===== src/rtl/half_precision_converter_unit_assert.svh =====
// Assertion macros for the half precision converter.
`ifndef HALF_PRECISION_CONVERTER_UNIT_ASSERT_SVH
`define HALF_PRECISION_CONVERTER_UNIT_ASSERT_SVH
`ifndef NO_ASSERTIONS
`define HPC_ASSERT(label, clk, rst_n, prop, msg) \
    label: assert property (@(posedge clk) disable iff (!rst_n) prop) else $error(msg);
`define HPC_ASSERT_NR(label, clk, prop, msg) \
    label: assert property (@(posedge clk) prop) else $error(msg);
`else
`define HPC_ASSERT(label, clk, rst_n, prop, msg)
`define HPC_ASSERT_NR(label, clk, prop, msg)
`endif
`endif


===== src/rtl/hpc_pkg.sv =====
`default_nettype none
package hpc_pkg;
    typedef enum logic [1:0] {
        FUNC_S2H = 2'd0,
        FUNC_D2H = 2'd1,
        FUNC_H2S = 2'd2,
        FUNC_H2D = 2'd3
    } t_func;

    typedef struct packed {
        logic [1:0]  func;
        logic [63:0] operand;
    } t_in_word;

    localparam logic [15:0] H_INF = 16'h7c00;

    // Position of the highest set bit of a nonzero 10-bit value.
    function automatic logic [3:0] top_bit10(input logic [9:0] s);
        logic [3:0] p;
        p = 4'd0;
        for (int i = 0; i < 10; i++) begin
            if (s[i]) begin
                p = 4'(i);
            end
        end
        return p;
    endfunction
endpackage
`default_nettype wire


===== src/rtl/hpc_if.sv =====
`default_nettype none
interface hpc_in_if;
    logic        valid;
    logic        ready;
    logic [1:0]  func;
    logic [63:0] operand;
    modport source (output valid, output func, output operand, input ready);
    modport sink (input valid, input func, input operand, output ready);
endinterface

interface hpc_out_if;
    logic        valid;
    logic        ready;
    logic [63:0] converted;
    modport source (output valid, output converted, input ready);
    modport sink (input valid, input converted, output ready);
endinterface
`default_nettype wire


===== src/rtl/hpc_narrow.sv =====
`default_nettype none
module hpc_narrow (
    input  wire logic        i_dbl,
    input  wire logic [63:0] i_operand,
    output logic [15:0]      o_half
);
    import hpc_pkg::*;

    logic        sgn;
    logic [10:0] ex;
    logic [51:0] sig;
    logic [53:0] m;
    logic [53:0] mr;
    logic [15:0] r;
    logic [5:0]  shamt;
    logic        sticky;
    logic [9:0]  top10;

    // Both formats are mapped onto an 11-bit exponent and a 52-bit significand.
    always_comb begin
        if (i_dbl) begin
            sgn = i_operand[63];
            ex  = i_operand[62:52];
            sig = i_operand[51:0];
        end else begin
            sgn = i_operand[31];
            ex  = (i_operand[30:23] == 8'hff) ? 11'h7ff : 11'(i_operand[30:23]) + 11'd896;
            sig = {i_operand[22:0], 29'd0};
        end
        top10  = sig[51:42];
        shamt  = 6'd0;
        m      = '0;
        mr     = '0;
        sticky = 1'b0;
        if (ex >= 11'd1039) begin
            if (ex != 11'h7ff || sig == '0) begin
                r = H_INF;
            end else begin
                r = H_INF | {6'd0, (top10 == 10'd0) ? 10'd1 : top10};
            end
        end else if (ex <= 11'd1008) begin
            if (ex < 11'd998) begin
                r = 16'd0;
            end else begin
                // Shift so the half ulp lands at bit 42, then round to nearest even.
                shamt  = 6'(11'd1008 - ex) + 6'd1;
                m      = {1'b1, sig, 1'b0} >> shamt;
                sticky = |(({1'b1, sig, 1'b0}) & ~({54{1'b1}} << shamt));
                if (m[42] && (sticky || |m[41:0] || m[43])) begin
                    mr = m + 54'(1) * (54'd1 << 43);
                end else begin
                    mr = m;
                end
                r = 16'(mr[53:43]);
            end
        end else begin
            m = {2'd0, sig};
            if (m[41] && (|m[40:0] || m[42])) begin
                mr = m + (54'd1 << 42);
            end else begin
                mr = m;
            end
            r = 16'({5'(ex - 11'd1008), 10'd0}) + 16'(mr[53:42]);
        end
        o_half = {sgn, 15'd0} + r;
    end
endmodule
`default_nettype wire


===== src/rtl/hpc_widen.sv =====
`default_nettype none
module hpc_widen (
    input  wire logic        i_dbl,
    input  wire logic [15:0] i_half,
    output logic [63:0]      o_wide
);
    import hpc_pkg::*;

    logic        sgn;
    logic [4:0]  he;
    logic [9:0]  hs;
    logic [3:0]  p;
    logic [10:0] ex;
    logic [9:0]  fr;
    logic        zero;
    logic        spec;

    always_comb begin
        sgn  = i_half[15];
        he   = i_half[14:10];
        hs   = i_half[9:0];
        p    = top_bit10(hs);
        zero = 1'b0;
        spec = 1'b0;
        if (he == 5'd0) begin
            zero = (hs == 10'd0);
            ex   = 11'd999 + 11'(p);
            fr   = 10'((hs << (4'd10 - p)));
        end else if (he == 5'h1f) begin
            spec = 1'b1;
            ex   = 11'h7ff;
            fr   = hs;
        end else begin
            ex = 11'(he) + 11'd1008;
            fr = hs;
        end
        if (i_dbl) begin
            o_wide = zero ? {sgn, 63'd0} : {sgn, ex, fr, 42'd0};
        end else begin
            o_wide = zero ? {32'd0, sgn, 31'd0} :
                {32'd0, sgn, spec ? 8'hff : 8'(ex - 11'd896), fr, 13'd0};
        end
    end
endmodule
`default_nettype wire


===== src/rtl/half_precision_converter_unit.sv =====
`default_nettype none
// Converts bit patterns between IEEE binary16 and binary32 or binary64, one word per clock
// cycle while the output is ready. A word is captured in an input register, converted by
// one pass of combinational logic and held in a result register that can stall alone.
`include "half_precision_converter_unit_assert.svh"
module half_precision_converter_unit (
    input  wire logic i_clk,
    input  wire logic i_rst_n,
    hpc_in_if.sink    i_in,
    hpc_out_if.source o_out
);
    import hpc_pkg::*;

    logic        r_in_v, r_out_v;
    t_in_word    r_in;
    logic [63:0] r_out;
    logic        adv;
    logic [15:0] narrow;
    logic [63:0] wide;
    logic [63:0] n_out;

    assign adv         = !r_out_v || o_out.ready;
    assign i_in.ready  = !r_in_v || adv;
    assign o_out.valid = r_out_v;
    assign o_out.converted = r_out;

    hpc_narrow u_narrow (.i_dbl(r_in.func == FUNC_D2H), .i_operand(r_in.operand),
        .o_half(narrow));
    hpc_widen u_widen (.i_dbl(r_in.func == FUNC_H2D), .i_half(r_in.operand[15:0]),
        .o_wide(wide));

    assign n_out = (r_in.func == FUNC_S2H || r_in.func == FUNC_D2H) ?
        {48'd0, narrow} : wide;

    always_ff @(posedge i_clk) begin
        if (!i_rst_n) begin
            r_in_v  <= 1'b0;
            r_out_v <= 1'b0;
        end else begin
            if (i_in.ready) begin
                r_in_v <= i_in.valid;
            end
            if (adv) begin
                r_out_v <= r_in_v;
            end
        end
        if (i_in.ready && i_in.valid) begin
            r_in <= '{func: i_in.func, operand: i_in.operand};
        end
        if (adv && r_in_v) begin
            r_out <= n_out;
        end
    end

    `HPC_ASSERT(a_hold, i_clk, i_rst_n, r_out_v && !o_out.ready |=> r_out_v && $stable(r_out), "result lost")
    `HPC_ASSERT(a_move, i_clk, i_rst_n, r_in_v && adv |=> r_out_v, "word dropped")
    `HPC_ASSERT(a_narrow, i_clk, i_rst_n, r_out_v && !o_out.ready && $past(r_in.func) == FUNC_S2H && $past(adv) |-> r_out[63:16] == 48'd0, "narrow result not zero-extended")
endmodule
`default_nettype wire


===== src/flat_wrapper.sv =====
// flat-port wrapper written by rule: the top's interface ports become plain ports
module half_precision_converter_unit_flat import hpc_pkg::*;
  (i_clk, i_rst_n, i_in_valid, i_in_func, i_in_operand, i_in_ready, o_out_valid, o_out_converted, o_out_ready);
  hpc_in_if i_in_i ();
  hpc_out_if o_out_i ();
  input  wire logic i_clk;
  input  wire logic i_rst_n;
  input wire logic [$bits(i_in_i.valid)-1:0] i_in_valid;
  input wire logic [$bits(i_in_i.func)-1:0] i_in_func;
  input wire logic [$bits(i_in_i.operand)-1:0] i_in_operand;
  output wire logic [$bits(i_in_i.ready)-1:0] i_in_ready;
  output wire logic [$bits(o_out_i.valid)-1:0] o_out_valid;
  output wire logic [$bits(o_out_i.converted)-1:0] o_out_converted;
  input wire logic [$bits(o_out_i.ready)-1:0] o_out_ready;
  assign i_in_i.valid = i_in_valid;
  assign i_in_i.func = i_in_func;
  assign i_in_i.operand = i_in_operand;
  assign i_in_ready = i_in_i.ready;
  assign o_out_valid = o_out_i.valid;
  assign o_out_converted = o_out_i.converted;
  assign o_out_i.ready = o_out_ready;
  half_precision_converter_unit u_core (.i_clk(i_clk), .i_rst_n(i_rst_n), .i_in(i_in_i), .o_out(o_out_i));
endmodule

===== config.mk =====
export PLATFORM = sky130hd
export DESIGN_NAME = half_precision_converter_unit_flat
export DESIGN_NICKNAME = d
export VERILOG_FILES = /design/src/rtl/hpc_pkg.sv /design/src/rtl/hpc_if.sv /design/src/rtl/hpc_narrow.sv /design/src/rtl/hpc_widen.sv /design/src/rtl/half_precision_converter_unit.sv /design/src/flat_wrapper.sv
export VERILOG_INCLUDE_DIRS = /design/src /design/src/rtl
export SDC_FILE = /design/constraint.sdc
export NUM_CORES = 1
export LEC_CHECK = 0
export ABC_AREA = 0
export BUFFER_PORTS_ARGS = -buffer_cell sky130_fd_sc_hd__buf_2
export CAP_MARGIN = 20
export CORE_UTILIZATION = 28
export DETAILED_ROUTE_END_ITERATION = 8
export PLACE_DENSITY = 0.51
export SLEW_MARGIN = 20
export SYNTH_ARGS = -nofsm -noshare
export SYNTH_HDL_FRONTEND = slang
export SYNTH_HIERARCHICAL = 1
export SYNTH_SLANG_ARGS = --single-unit
export TNS_END_PERCENT = 30

===== constraint.sdc =====
create_clock -name i_clk -period 9.44 [get_ports i_clk]
set_input_delay 1.888 -clock i_clk [delete_from_list [all_inputs] [get_ports i_clk]]
set_output_delay 1.888 -clock i_clk [all_outputs]
set_load 0.02 [all_outputs]

==> results_tabular.tex, run 1 <==
\begin{tabular}{lr}
\hline
Metric & Value \\
\hline
\multicolumn{2}{l}{\textbf{Status}} \\
Status & finished clean \\
\multicolumn{2}{l}{\textbf{Yosys}} \\
Number of enable flip-flop cells after synthesis & between 100 and 150 \\
Number of distinct library cells after synthesis & 108 \\
YS warnings & 6 \\
Gate count of the mapped netlist & around 1200 \\
Post-synthesis average cell area & slightly above 9 um\^{}2 \\
Cell type with the largest total area after synthesis & sky130\_fd\_sc\_hd\_\_edfxtp\_1 \\
Synth Register Bits & between 100 and 150 \\
Fraction of registers with async set or reset after synthesis & 0\% \\
Most frequently used flop master after synthesis & sky130\_fd\_sc\_hd\_\_edfxtp\_1 \\
Sequential share of the synthesized area & 34.30\% \\
Post-Synthesis Cell Area & $\sim$11000 um\^{}2 \\
Share of the synthesized area in the top cell type & roughly 34\% \\
Largest cells by area after synthesis & sky130\_fd\_sc\_hd\_\_edfxtp\_1 (34\%), sky130\_fd\_sc\_hd\_\_mux2i\_1 (6.4\%), sky130\_fd\_sc\_hd\_\_mux2\_2 (4.2\%) \\
\multicolumn{2}{l}{\textbf{Critical path}} \\
Cell at the slowest stage of the critical path & sky130\_fd\_sc\_hd\_\_xor2\_2 \\
Slack of the worst reg-to-reg path & between 3 and 4 ns \\
R2R cell count & 17 \\
Max stage delay on crit path & 0.69 ns \\
Top fanout value on the critical path & 32 \\
Type of the worst setup path & reg -> reg \\
Worst-path cell chain & nor2b\_4 -> buf\_4 -> mux2\_4 -> inv\_4 -> ha\_1 -> xor2\_2 -> buf\_4 -> nand2\_1 -> o22ai\_1 -> nor2\_1 -> nor4\_1 -> o2111ai\_1 -> a2111oi\_4 -> a211oi\_1 -> xnor2\_1 -> o21ai\_1 -> mux2\_2 \\
Data arrival time at the worst-slack endpoint & around 6.5 ns \\
FF-to-FF Start & u\_core/r\_in[65] \\
Most prevalent standard cell on the critical path & sky130\_fd\_sc\_hd\_\_buf\_4 \\
Crit Reg-Reg Endpoint & u\_core/o\_out.converted[8] \\
Sort of element at the end of the critical path & flop \\
Critical path launch point & u\_core/r\_in[65] \\
Startpoint kind of the worst setup timing path & flop \\
Worst EP required & 9.64 ns \\
\multicolumn{2}{l}{\textbf{Power and ir drop}} \\
Overall power & between 2 and 2.5 mW \\
Leakage power figure & 4.688 nW \\
Power density over the cells & approximately 160 nW/um\^{}2 \\
Maximum resistive drop on vdd & $\sim$0.13 mV \\
\multicolumn{2}{l}{\textbf{Final layout}} \\
Area overhead of the layout relative to synthesis & 12.70\% \\
Layout cell share with drive strength beyond 1 & 21.69\% \\
Share of the core filled with cells & approximately 32\% \\
Most frequent standard cell in the layout excluding fill and tap cells & sky130\_fd\_sc\_hd\_\_buf\_2 \\
Antenna cells & 0 \\
Post-layout instance count excluding filler cells & between 1500 and 2000 \\
Highest-count cells in the layout ignoring fill and taps & sky130\_fd\_sc\_hd\_\_buf\_2 (135), sky130\_fd\_sc\_hd\_\_edfxtp\_1 (130), sky130\_fd\_sc\_hd\_\_nor2\_1 (117), sky130\_fd\_sc\_hd\_\_nand2\_1 (84), sky130\_fd\_sc\_hd\_\_a21oi\_1 (76) \\
Fill cells & approximately 4200 \\
Post-route standard cell area excluding fillers & about 13000 um\^{}2 \\
Number of nets in the layout & 1404 \\
\multicolumn{2}{l}{\textbf{Global route}} \\
Largest net degree at the start of global routing & 72 \\
Vias in the first global route & $\sim$10000 \\
GR Util All Layers & between 20\% and 30\% \\
Remaining Overflow, GRT & 0 \\
Initial antenna violation count & 1 \\
First-pass GRT wire length & $\sim$67000 um \\
\multicolumn{2}{l}{\textbf{Clock network}} \\
Count of clock tree sinks & 132 \\
Number of CTS-inserted buffers & 17 \\
Clock tree from TritonCTS & built \\
Post-CTS setup repair buffer count & 0 \\
Total of cells resized after clock tree synthesis & 0 \\
Root buffer cell & sky130\_fd\_sc\_hd\_\_clkbuf\_16 \\
CTS Buffer Depth & 2 \\
Clock latency at the later pin of the worst-skew pair & between 0.4 and 0.5 ns \\
Number of hold-repair buffers added at the cts stage & 0 \\
H-tree depth & 4 \\
Clock edge transition at the registers on the reported setup and hold paths & $\sim$0.06 ns \\
\multicolumn{2}{l}{\textbf{Timing}} \\
Number of setup violations in the final report & 0 \\
Setup skew after layout & between 0.01 and 0.015 ns \\
Final worst hold slack & around 0.54 ns \\
Number of slew-limit violations in the final report & 0 \\
Relative slew slack & 16.81\% \\
Final worst path period share & roughly 67\% \\
Count of final hold-check violations & 0 \\
Time the final worst path needs with I/O delays and setup & 6.306 ns \\
Actual transition at the worst max-transition pin & about 1.2 ns \\
Setup TNS after final layout & 0 ns \\
Crit path setup slack, layout & 3.134 ns \\
Setup repair after global routing missed its margin & no \\
Fmax & $\sim$160 MHz \\
\multicolumn{2}{l}{\textbf{Place}} \\
Instance area at placement & between 10000 and 15000 um\^{}2 \\
Routability congestion estimate & 0.9814 \\
Number of placed instances, taps included & 1830 \\
Worst slack at placement & roughly 3.3 ns \\
Half-perimeter wire length of the detailed placement result & between 30000 and 40000 um \\
IO buf count & 135 \\
\multicolumn{2}{l}{\textbf{Routing}} \\
Post-detailed-route count of antenna-violating nets & 0 \\
Detailed-route wire length per cell & around 25 um \\
Iteration-0 DRC count of the detailed router & between 900 and 1000 \\
Detailed-route via count & between 10000 and 15000 \\
Number of iterations in the first detailed-routing pass & 6 \\
Vias per cell & a little under 6 \\
Final routed wirelength across all metal layers & $\sim$46000 um \\
Number of remaining DRC errors & 0 \\
\multicolumn{2}{l}{\textbf{Floorplanning}} \\
Die Outline Area & between 40000 and 50000 um\^{}2 \\
Initial cell density of the core & 28.67\% \\
Core footprint & roughly 40000 um\^{}2 \\
Die Wd & a little over 200 um \\
Number of I/O pins & 136 \\
Core Rows & 73 \\
Floorplan die height & approximately 200 um \\
\multicolumn{2}{l}{\textbf{Hold path}} \\
Beginning of the worst hold path & u\_core/o\_out.valid \\
Tightest Hold Check Type & reg -> reg \\
Worst Hold Depth & 2 \\
Destination of the worst hold path & u\_core/r\_in\_v \\
\multicolumn{2}{l}{\textbf{Run}} \\
Count of max-cap constraint violations & 0 \\
\hline
\end{tabular}
[layout make-up]
type / instances / area [um^2] / share of cell area [%]
flip-flops and latches: 132 / 3944 / 30.44
well taps: 525 / 656.9 / 5.070
clock buffers: 17 / 425.4 / 3.283
multi-input cells: 989 / 6824 / 52.67
repair buffers: 159 / 855.8 / 6.605
clock inverters: 15 / 155.1 / 1.197
inverters: 25 / 96.34 / 0.7435
[critical path: cells and delay by family (launching register included)]
kind	cells	cell delay, ns
flip-flops	1	0.43
buffers and inverters	3	1.12
AND/OR/NAND/NOR	4	0.95
XOR/XNOR	2	0.87
multiplexers	2	0.79
adder cells (fa/ha/maj)	1	0.53
AO/OA/AOI/OAI	5	1.31
[cells in the mapped netlist (all sizes together) (6+ instances only)]
cell type,count
or3,14
a32oi,9
nor4,17
nor2b,16
clkbuf,35
o31ai,17
mux2,46
edfxtp,130
o31a,6
nor2,119
inv,25
xnor2,15
mux2i,78
nand3,32
nor3,44
o22ai,20
nand4,12
a211oi,19
and2,68
a31oi,13
a221oi,7
nand2b,12
buf,81
or4,8
a21oi,77
ha,10
a2111oi,12
nand2,86
o211ai,12
o21ai,56
o32ai,9
and3,11
[routing by layer]
metal / vias up / wire length, um / track usage (%)
met4: 0 / 1596 / 9.088
met1: 5223 / 20440 / 29.50
met2: 586 / 19800 / 32.28
li1: 4897 / - / -
met3: 78 / 3809 / 5.393
met5: - / 0 / 0
[logic make-up after synthesis]
logic type                 Yosys count  share of synthesized area, %
buffers and inverters              141                         7.389
AOI/OAI and AO/OA                  346                         21.77
and+or+nand+nor                    460                         20.87
xor gates and xnor gates            20                         1.883
DFF                                132                         34.30
other                                1                       0.03262
muxes                              129                         12.58
adders and majority gates           11                         1.175
[flip-flops by register name (all words and copies together) (netlist names)]
register	count
u_core/o_out.converted	64
u_core/r_in	66
u_core/o_out.valid	1
u_core/r_in_v	1
[power by group]
| group | leakage [nW] | internal (mW) | switching (mW) | total, mW |
|---|---|---|---|---|
| combinational | 3.15 | 0.211 | 0.429 | 0.639 |
| sequential | 1.26 | 0.684 | 0.0368 | 0.721 |
| clock | 0.279 | 0.390 | 0.275 | 0.665 |
[worst max-delay path by stage]
stage | end | slack [ns]
after floorplan | u_core/r_in[0] | 3.75
after global placement | u_core/o_out.converted[8] | 3.40
after detailed placement | u_core/o_out.converted[8] | 3.28
after CTS | u_core/o_out.converted[8] | 3.26
after global routing | u_core/o_out.converted[8] | 2.90
final | u_core/o_out.converted[8] | 3.13
Note: power is estimated with default switching activity, not from simulation.
==> run 2, diff against run 1 <==
--- a/config.mk
+++ b/config.mk
@@ -11,7 +11,7 @@
 export CAP_MARGIN = 20
 export CORE_UTILIZATION = 28
 export DETAILED_ROUTE_END_ITERATION = 8
-export PLACE_DENSITY = 0.51
+export PLACE_DENSITY = 0.53
 export SLEW_MARGIN = 20
 export SYNTH_ARGS = -nofsm -noshare
 export SYNTH_HDL_FRONTEND = slang
==> constraint.sdc (replaced) <==
create_clock -name i_clk -period 5.25 [get_ports i_clk]
set_input_delay 1.05 -clock i_clk [delete_from_list [all_inputs] [get_ports i_clk]]
set_output_delay 1.05 -clock i_clk [all_outputs]
set_load 0.02 [all_outputs]
==> run 2 against run 1 <==
Net effect: clock skew is 0.0053 ns higher; combinational power is 91% higher; largest power group unchanged; fmax is 27% higher; final area is 3.9% higher.
==> results_tabular.tex, run 2 (same netlist as run 1, synthesis figures left out) <==
\begin{tabular}{lr}
\hline
Metric & Value \\
\hline
\multicolumn{2}{l}{\textbf{Status}} \\
Status & finished clean \\
\multicolumn{2}{l}{\textbf{Power and ir drop}} \\
Power density over the cells & 280.0 nW/um\^{}2 (+79\%) \\
Leakage power figure & 5.014 nW (+7.0\%) \\
Maximum resistive drop on vdd & 0.2455 mV (+96\%) \\
Overall power & 3.769 mW (+86\%) \\
\multicolumn{2}{l}{\textbf{Timing}} \\
Time the final worst path needs with I/O delays and setup & 4.974 ns (-1.332 ns) \\
Setup skew after layout & 0.01839 ns (+0.005311 ns) \\
Actual transition at the worst max-transition pin & 1.007 ns (-0.2278 ns) \\
Setup repair after global routing missed its margin & no \\
Final worst path period share & 94.75\% (+28 points) \\
Count of final hold-check violations & 0 (unchanged) \\
Setup TNS after final layout & 0 ns (unchanged) \\
Number of setup violations in the final report & 0 (unchanged) \\
Fmax & 201.0 MHz (+27\%) \\
Number of slew-limit violations in the final report & 0 (unchanged) \\
Relative slew slack & 32.64\% (+16 points) \\
\multicolumn{2}{l}{\textbf{Hold path}} \\
Tightest Hold Check Type & reg -> reg \\
\multicolumn{2}{l}{\textbf{Global route}} \\
Initial antenna violation count & 1 (unchanged) \\
First-pass GRT wire length & 69810 um (+4.7\%) \\
Remaining Overflow, GRT & 0 (unchanged) \\
GR Util All Layers & 22.79\% (+1.1 points) \\
Vias in the first global route & 10450 (+3.5\%) \\
Largest net degree at the start of global routing & 66 (-8.3\%) \\
\multicolumn{2}{l}{\textbf{Routing}} \\
Post-detailed-route count of antenna-violating nets & 0 (unchanged) \\
Number of iterations in the first detailed-routing pass & 5 (-1) \\
Number of remaining DRC errors & 0 (unchanged) \\
Detailed-route via count & 11090 (+2.8\%) \\
Final routed wirelength across all metal layers & 47640 um (+4.4\%) \\
Detailed-route wire length per cell & 24.76 um (+1.0\%) \\
Iteration-0 DRC count of the detailed router & 1243 (+25\%) \\
Vias per cell & 5.764 (-0.48\%) \\
\multicolumn{2}{l}{\textbf{Final layout}} \\
Highest-count cells in the layout ignoring fill and taps & sky130\_fd\_sc\_hd\_\_buf\_2 (135), sky130\_fd\_sc\_hd\_\_edfxtp\_1 (130), sky130\_fd\_sc\_hd\_\_nor2\_1 (117), sky130\_fd\_sc\_hd\_\_nand2\_1 (84), sky130\_fd\_sc\_hd\_\_buf\_4 (81) \\
Combined area of the multi-input logic cells & 6817 um\^{}2 (-0.11\%) \\
Share of the core filled with cells & 33.58\% (+1.3 points) \\
Post-route standard cell area excluding fillers & 13460 um\^{}2 (+3.9\%) \\
Number of nets in the layout & 1465 (+4.3\%) \\
Most frequent standard cell in the layout excluding fill and tap cells & sky130\_fd\_sc\_hd\_\_buf\_2 \\
Fill cells & 4184 (+0.41\%) \\
Max reg flops & 66 (unchanged) \\
Area overhead of the layout relative to synthesis & 17.11\% \\
Layout cell share with drive strength beyond 1 & 25.18\% (+3.5 points) \\
Sequential Area & 3944 um\^{}2 (unchanged) \\
Largest register by flop count & u\_core/r\_in \\
\multicolumn{2}{l}{\textbf{Critical path}} \\
Max stage delay on crit path & 0.67 ns (-0.02 ns) \\
Worst EP required & 5.46 ns (-4.18 ns) \\
Sort of element at the end of the critical path & flop \\
Data arrival time at the worst-slack endpoint & 5.19 ns (-1.31 ns) \\
Cell at the slowest stage of the critical path & sky130\_fd\_sc\_hd\_\_mux2i\_1 \\
Top fanout value on the critical path & 62 (+94\%) \\
Worst-path cell chain & nor2b\_4 -> buf\_12 -> mux2i\_1 -> mux2i\_1 -> o22ai\_1 -> o2111ai\_1 -> a211o\_1 -> nor3\_1 -> o2111ai\_1 -> a2111oi\_4 -> a211oi\_1 -> xnor2\_1 -> o21ai\_1 -> mux2\_2 \\
Slack of the worst reg-to-reg path & 0.28 ns (-2.86 ns) \\
Type of the worst setup path & reg -> reg \\
Startpoint kind of the worst setup timing path & flop \\
\multicolumn{2}{l}{\textbf{Clock network}} \\
H-tree depth & 4 (unchanged) \\
Number of hold-repair buffers added at the cts stage & 0 (unchanged) \\
Post-CTS setup repair buffer count & 0 (unchanged) \\
CTS Buffer Depth & 2 (unchanged) \\
Count of clock tree sinks & 132 (unchanged) \\
Total of cells resized after clock tree synthesis & 0 (unchanged) \\
Clock tree from TritonCTS & built \\
Root buffer cell & sky130\_fd\_sc\_hd\_\_clkbuf\_16 \\
Number of CTS-inserted buffers & 17 (unchanged) \\
Clock latency at the later pin of the worst-skew pair & 0.47 ns (+0.02 ns) \\
Clock edge transition at the registers on the reported setup and hold paths & 0.07 ns (about the same) \\
\multicolumn{2}{l}{\textbf{Floorplanning}} \\
Floorplan die height & 204.6 um (unchanged) \\
Die Wd & 204.6 um (unchanged) \\
Core Rows & 73 (unchanged) \\
Die Outline Area & 41880 um\^{}2 (unchanged) \\
Core footprint & 40100 um\^{}2 (unchanged) \\
Number of I/O pins & 136 (unchanged) \\
Initial cell density of the core & 28.67\% (unchanged) \\
\multicolumn{2}{l}{\textbf{Place}} \\
Instance area at placement & 12880 um\^{}2 (+4.1\%) \\
IO buf count & 135 (unchanged) \\
Half-perimeter wire length of the detailed placement result & 36240 um (+8.5\%) \\
Routability congestion estimate & 0.9710 (-1.1\%) \\
\multicolumn{2}{l}{\textbf{Run}} \\
Count of max-cap constraint violations & 0 (unchanged) \\
\hline
\end{tabular}
==> run 2: cell types whose count changed in the layout (fill, tap and decap cells not counted), sizes merged <==
cell	previous run	this run
inv	30	34
bufinv	2	1
clkinvlp	2	1
clkinv	6	4
diode	0	1
buf	159	220
==> run 2: per-layer routing <==
metal	up-vias	GRT usage (%)	part of all wire (%)
met1	5343	31.32	45
met5	-	0	0.027
met2	599	33.81	43
met4	2	11.30	4.5
li1	5025	-	-
met3	121	4.438	7.3
==> run 2: path summary, 6_finish.rpt <==
check / startpoint / to / depth (start not counted)
max: u_core/r_in[65] / u_core/o_out.converted[6] / 14
min: u_core/o_out.valid / u_core/r_in_v / 2
max reg2reg: u_core/r_in[65] / u_core/o_out.converted[6] / 14
min reg2reg: u_core/o_out.valid / u_core/r_in_v / 2
==> run 2: cell type report <==
cell class,count,share of cell area (%)
timing repair buffer,220,10.13
clock buffer,17,3.160
clock inverter,15,1.180
sequential,132,29.29
tap,525,4.879
inverter,25,0.7155
multi-input combinational,989,50.63
antenna,1,0.01859
==> run 2: per-stage QoR <==
step                worst slack (ns)  instances  hold slack, ns
floorplan                    0.05644       1262          0.4771
global placement              0.3624       1891          0.5216
detailed placement            0.4139       1891          0.5372
CTS                           0.3642       1923          0.5378
global route                 0.08239       1923          0.5536
finish                        0.2759       1924          0.5264
==> run 2: critical path, delay by kind of cell (launching register included) <==
family,cells,cell delay [ns]
AOI/OAI and AO/OA,7,1.99
muxes,3,1.22
and+or+nand+nor,2,0.56
DFF,1,0.43
buffers and inverters,1,0.33
xor gates and xnor gates,1,0.15
==> run 2: power breakdown <==
part           leakage [nW]  switching (mW)  total, mW  internal (mW)
combinational          3.47           0.781       1.22          0.444
clock                 0.288           0.569       1.24          0.672
sequential             1.26          0.0748       1.30           1.23
total                  5.01            1.42       3.77           2.34
==> run 3, diff against run 2 <==
--- a/config.mk
+++ b/config.mk
@@ -7,11 +7,12 @@
 export NUM_CORES = 1
 export LEC_CHECK = 0
 export ABC_AREA = 0
-export BUFFER_PORTS_ARGS = -buffer_cell sky130_fd_sc_hd__buf_2
 export CAP_MARGIN = 20
+export CORE_MARGIN = 2
 export CORE_UTILIZATION = 28
 export DETAILED_ROUTE_END_ITERATION = 8
-export PLACE_DENSITY = 0.53
+export DONT_BUFFER_PORTS = 1
+export PLACE_DENSITY = 0.5
 export SLEW_MARGIN = 20
 export SYNTH_ARGS = -nofsm -noshare
 export SYNTH_HDL_FRONTEND = slang
==> run 3 against run 2 <==
Net effect: via count down 5.6%; flip-flop and latch count unchanged; clock-buffer cell count unchanged; largest power group unchanged; fmax down 0.28%; highest routed layer unchanged.
==> results_tabular.tex, run 3 (same netlist as run 1, synthesis figures left out) <==
\begin{tabular}{lr}
\hline
Metric & Value \\
\hline
\multicolumn{2}{l}{\textbf{Timing}} \\
Number of slew-limit violations in the final report & 0 (unchanged) \\
Count of final hold-check violations & 0 (unchanged) \\
Fmax & 200.5 MHz (-0.28\%) \\
Relative slew slack & 33.20\% (+0.56 points) \\
Time the final worst path needs with I/O delays and setup & 4.988 ns (+0.01406 ns) \\
Setup TNS after final layout & 0 ns (unchanged) \\
Crit path setup slack, layout & 0.2618 ns (-0.01406 ns) \\
Setup skew after layout & 0.01186 ns (-0.006530 ns) \\
Actual transition at the worst max-transition pin & 0.9928 ns (-0.01413 ns) \\
Number of setup violations in the final report & 0 (unchanged) \\
Final worst path period share & 95.01\% (+0.27 points) \\
Setup repair after global routing missed its margin & no \\
Final worst hold slack & 0.5819 ns (+0.05558 ns) \\
\multicolumn{2}{l}{\textbf{Final layout}} \\
Antenna cells & 0 (-1) \\
Most frequent standard cell in the layout excluding fill and tap cells & sky130\_fd\_sc\_hd\_\_edfxtp\_1 \\
Highest-count cells in the layout ignoring fill and taps & sky130\_fd\_sc\_hd\_\_edfxtp\_1 (130), sky130\_fd\_sc\_hd\_\_nor2\_1 (117), sky130\_fd\_sc\_hd\_\_nand2\_1 (84), sky130\_fd\_sc\_hd\_\_a21oi\_1 (76), sky130\_fd\_sc\_hd\_\_mux2i\_1 (73) \\
Largest register by flop count & u\_core/r\_in \\
Max reg flops & 66 (unchanged) \\
Layout cell share with drive strength beyond 1 & 16.61\% (-8.6 points) \\
Area overhead of the layout relative to synthesis & 10.72\% \\
Post-route standard cell area excluding fillers & 12730 um\^{}2 (-5.5\%) \\
Number of nets in the layout & 1319 (-10\%) \\
\multicolumn{2}{l}{\textbf{Global route}} \\
GR Util All Layers & 21.38\% (-1.4 points) \\
Initial antenna violation count & 2 (+1) \\
Largest net degree at the start of global routing & 81 (+23\%) \\
Remaining Overflow, GRT & 0 (unchanged) \\
Vias in the first global route & 10120 (-3.1\%) \\
First-pass GRT wire length & 67030 um (-4.0\%) \\
\multicolumn{2}{l}{\textbf{Critical path}} \\
Cell at the slowest stage of the critical path & sky130\_fd\_sc\_hd\_\_a2111oi\_4 \\
Max stage delay on crit path & 0.53 ns (-0.14 ns) \\
Worst EP required & 5.44 ns (-0.02 ns) \\
Top fanout value on the critical path & 21 (-66\%) \\
Crit Reg-Reg Endpoint & u\_core/o\_out.converted[6] \\
Sort of element at the end of the critical path & flop \\
Worst-path cell chain & nor2b\_4 -> mux2\_4 -> ha\_1 -> buf\_4 -> nor2\_1 -> a32oi\_1 -> nand3\_1 -> a32o\_1 -> a221oi\_1 -> o2111ai\_1 -> a2111oi\_4 -> a211oi\_1 -> xnor2\_1 -> o21ai\_1 -> mux2\_2 \\
FF-to-FF Start & u\_core/r\_in[65] \\
Buffers plus inverters on the worst setup path & 1 (unchanged) \\
Data arrival time at the worst-slack endpoint & 5.18 ns (about the same) \\
Family with the most delay on the worst path & compound AO/OA/AOI/OAI gates \\
Slack of the worst reg-to-reg path & 0.26 ns (about the same) \\
Type of the worst setup path & reg -> reg \\
R2R cell count & 15 (+1) \\
Startpoint kind of the worst setup timing path & flop \\
\multicolumn{2}{l}{\textbf{Floorplanning}} \\
Core footprint & 40650 um\^{}2 (+1.4\%) \\
Initial cell density of the core & 28.29\% (-0.39 points) \\
Number of I/O pins & 136 (unchanged) \\
Die Wd & 206.6 um (+0.98\%) \\
Floorplan die height & 206.6 um (+0.98\%) \\
Die Outline Area & 42700 um\^{}2 (+2.0\%) \\
Core Rows & 74 (+1.4\%) \\
\multicolumn{2}{l}{\textbf{Clock network}} \\
Clock latency at the later pin of the worst-skew pair & 0.45 ns (-0.02 ns) \\
Number of hold-repair buffers added at the cts stage & 0 (unchanged) \\
Clock tree from TritonCTS & built \\
H-tree depth & 4 (unchanged) \\
Count of clock tree sinks & 132 (unchanged) \\
CTS Buffer Depth & 2 (unchanged) \\
Clock edge transition at the registers on the reported setup and hold paths & 0.06 ns (about the same) \\
Number of CTS-inserted buffers & 17 (unchanged) \\
Root buffer cell & sky130\_fd\_sc\_hd\_\_clkbuf\_16 \\
\multicolumn{2}{l}{\textbf{Hold path}} \\
Tightest Hold Check Type & reg -> reg \\
Worst Hold Depth & 1 (-1) \\
Destination of the worst hold path & u\_core/o\_out.valid \\
Beginning of the worst hold path & u\_core/r\_in\_v \\
\multicolumn{2}{l}{\textbf{Routing}} \\
Vias per cell & 5.870 (+1.8\%) \\
Detailed-route via count & 10470 (-5.6\%) \\
Post-detailed-route count of antenna-violating nets & 0 (unchanged) \\
Final routed wirelength across all metal layers & 45360 um (-4.8\%) \\
Number of remaining DRC errors & 0 (unchanged) \\
Number of iterations in the first detailed-routing pass & 6 (+1) \\
Iteration-0 DRC count of the detailed router & 1272 (+2.3\%) \\
Detailed-route wire length per cell & 25.42 um (+2.7\%) \\
\multicolumn{2}{l}{\textbf{Place}} \\
Worst slack at placement & 0.3020 ns (-0.1119 ns) \\
IO buf count & 0 (-100\%) \\
Routability congestion estimate & 0.9625 (-0.88\%) \\
Instance area at placement & 12100 um\^{}2 (-6.0\%) \\
Half-perimeter wire length of the detailed placement result & 34860 um (-3.8\%) \\
\multicolumn{2}{l}{\textbf{Power and ir drop}} \\
Power density over the cells & 288.0 nW/um\^{}2 (+2.9\%) \\
Leakage power figure & 4.429 nW (-12\%) \\
Maximum resistive drop on vdd & 0.2414 mV (-1.6\%) \\
\multicolumn{2}{l}{\textbf{Run}} \\
Count of max-cap constraint violations & 0 (unchanged) \\
\multicolumn{2}{l}{\textbf{Status}} \\
Status & finished clean \\
\hline
\end{tabular}
## run 3: cell types whose count changed in the layout (fill, tap and decap cells not counted), sizes merged
cell,delta
buf,-146
bufinv,+2
clkinv,+4
clkinvlp,+1
diode,-1
inv,-7
## run 3: layout make-up
| class | instances | area [um^2] |
|---|---|---|
| clock inverters | 15 | 181.4 |
| multi-input cells | 989 | 6824 |
| well taps | 532 | 665.6 |
| fillers | 4294 | 27920 |
| inverters | 25 | 96.34 |
| flip-flops and latches | 132 | 3944 |
| repair buffers | 74 | 593.1 |
| clock buffers | 17 | 425.4 |
## run 3: per-stage QoR
stage	power, mW	util, %	cells
5_1_grt	3.844	31.32	1784
4_1_cts	3.683	31.26	1782
3_5_place_dp	2.436	29.77	1750
2_1_floorplan	2.089	-	1262
3_3_place_gp	2.444	29.77	1750
6_report	3.667	31.32	1784
## run 3: power breakdown
group	internal, mW	switching (mW)	leakage (nW)
Clock	0.747	0.468	0.294
Combinational	0.393	0.714	2.87
Sequential	1.23	0.111	1.26
## run 3: timing repair
| item | 4_1_cts | 5_1_grt |
|---|---|---|
| gates resized for setup | 0 | 2 |
| setup endpoints to repair | 0 | 2 |
| buffers inserted | 0 | 2 |
## run 3: worst max-delay path by stage
stage / from / end / slack (ns) / depth (start not counted)
floorplan: u_core/r_in[65] / u_core/o_out.converted[6] / 0.06 / 24
global placement: u_core/r_in[65] / u_core/o_out.converted[6] / 0.27 / 15
detailed placement: u_core/r_in[65] / u_core/o_out.converted[6] / 0.30 / 15
CTS: u_core/r_in[65] / u_core/o_out.converted[6] / 0.28 / 16
global route: u_core/r_in[65] / u_core/o_out.converted[6] / 0.02 / 16
finish: u_core/r_in[65] / u_core/o_out.converted[6] / 0.26 / 15
## run 3: routing by layer
metal | track usage [%] | up-vias | wire length, um
li1 | - | 4717 | -
met2 | 31.89 | 589 | 19770
met1 | 28.65 | 5059 | 19670
met5 | 0 | - | 9
met3 | 5.369 | 105 | 3940
met4 | 10.69 | 2 | 1962
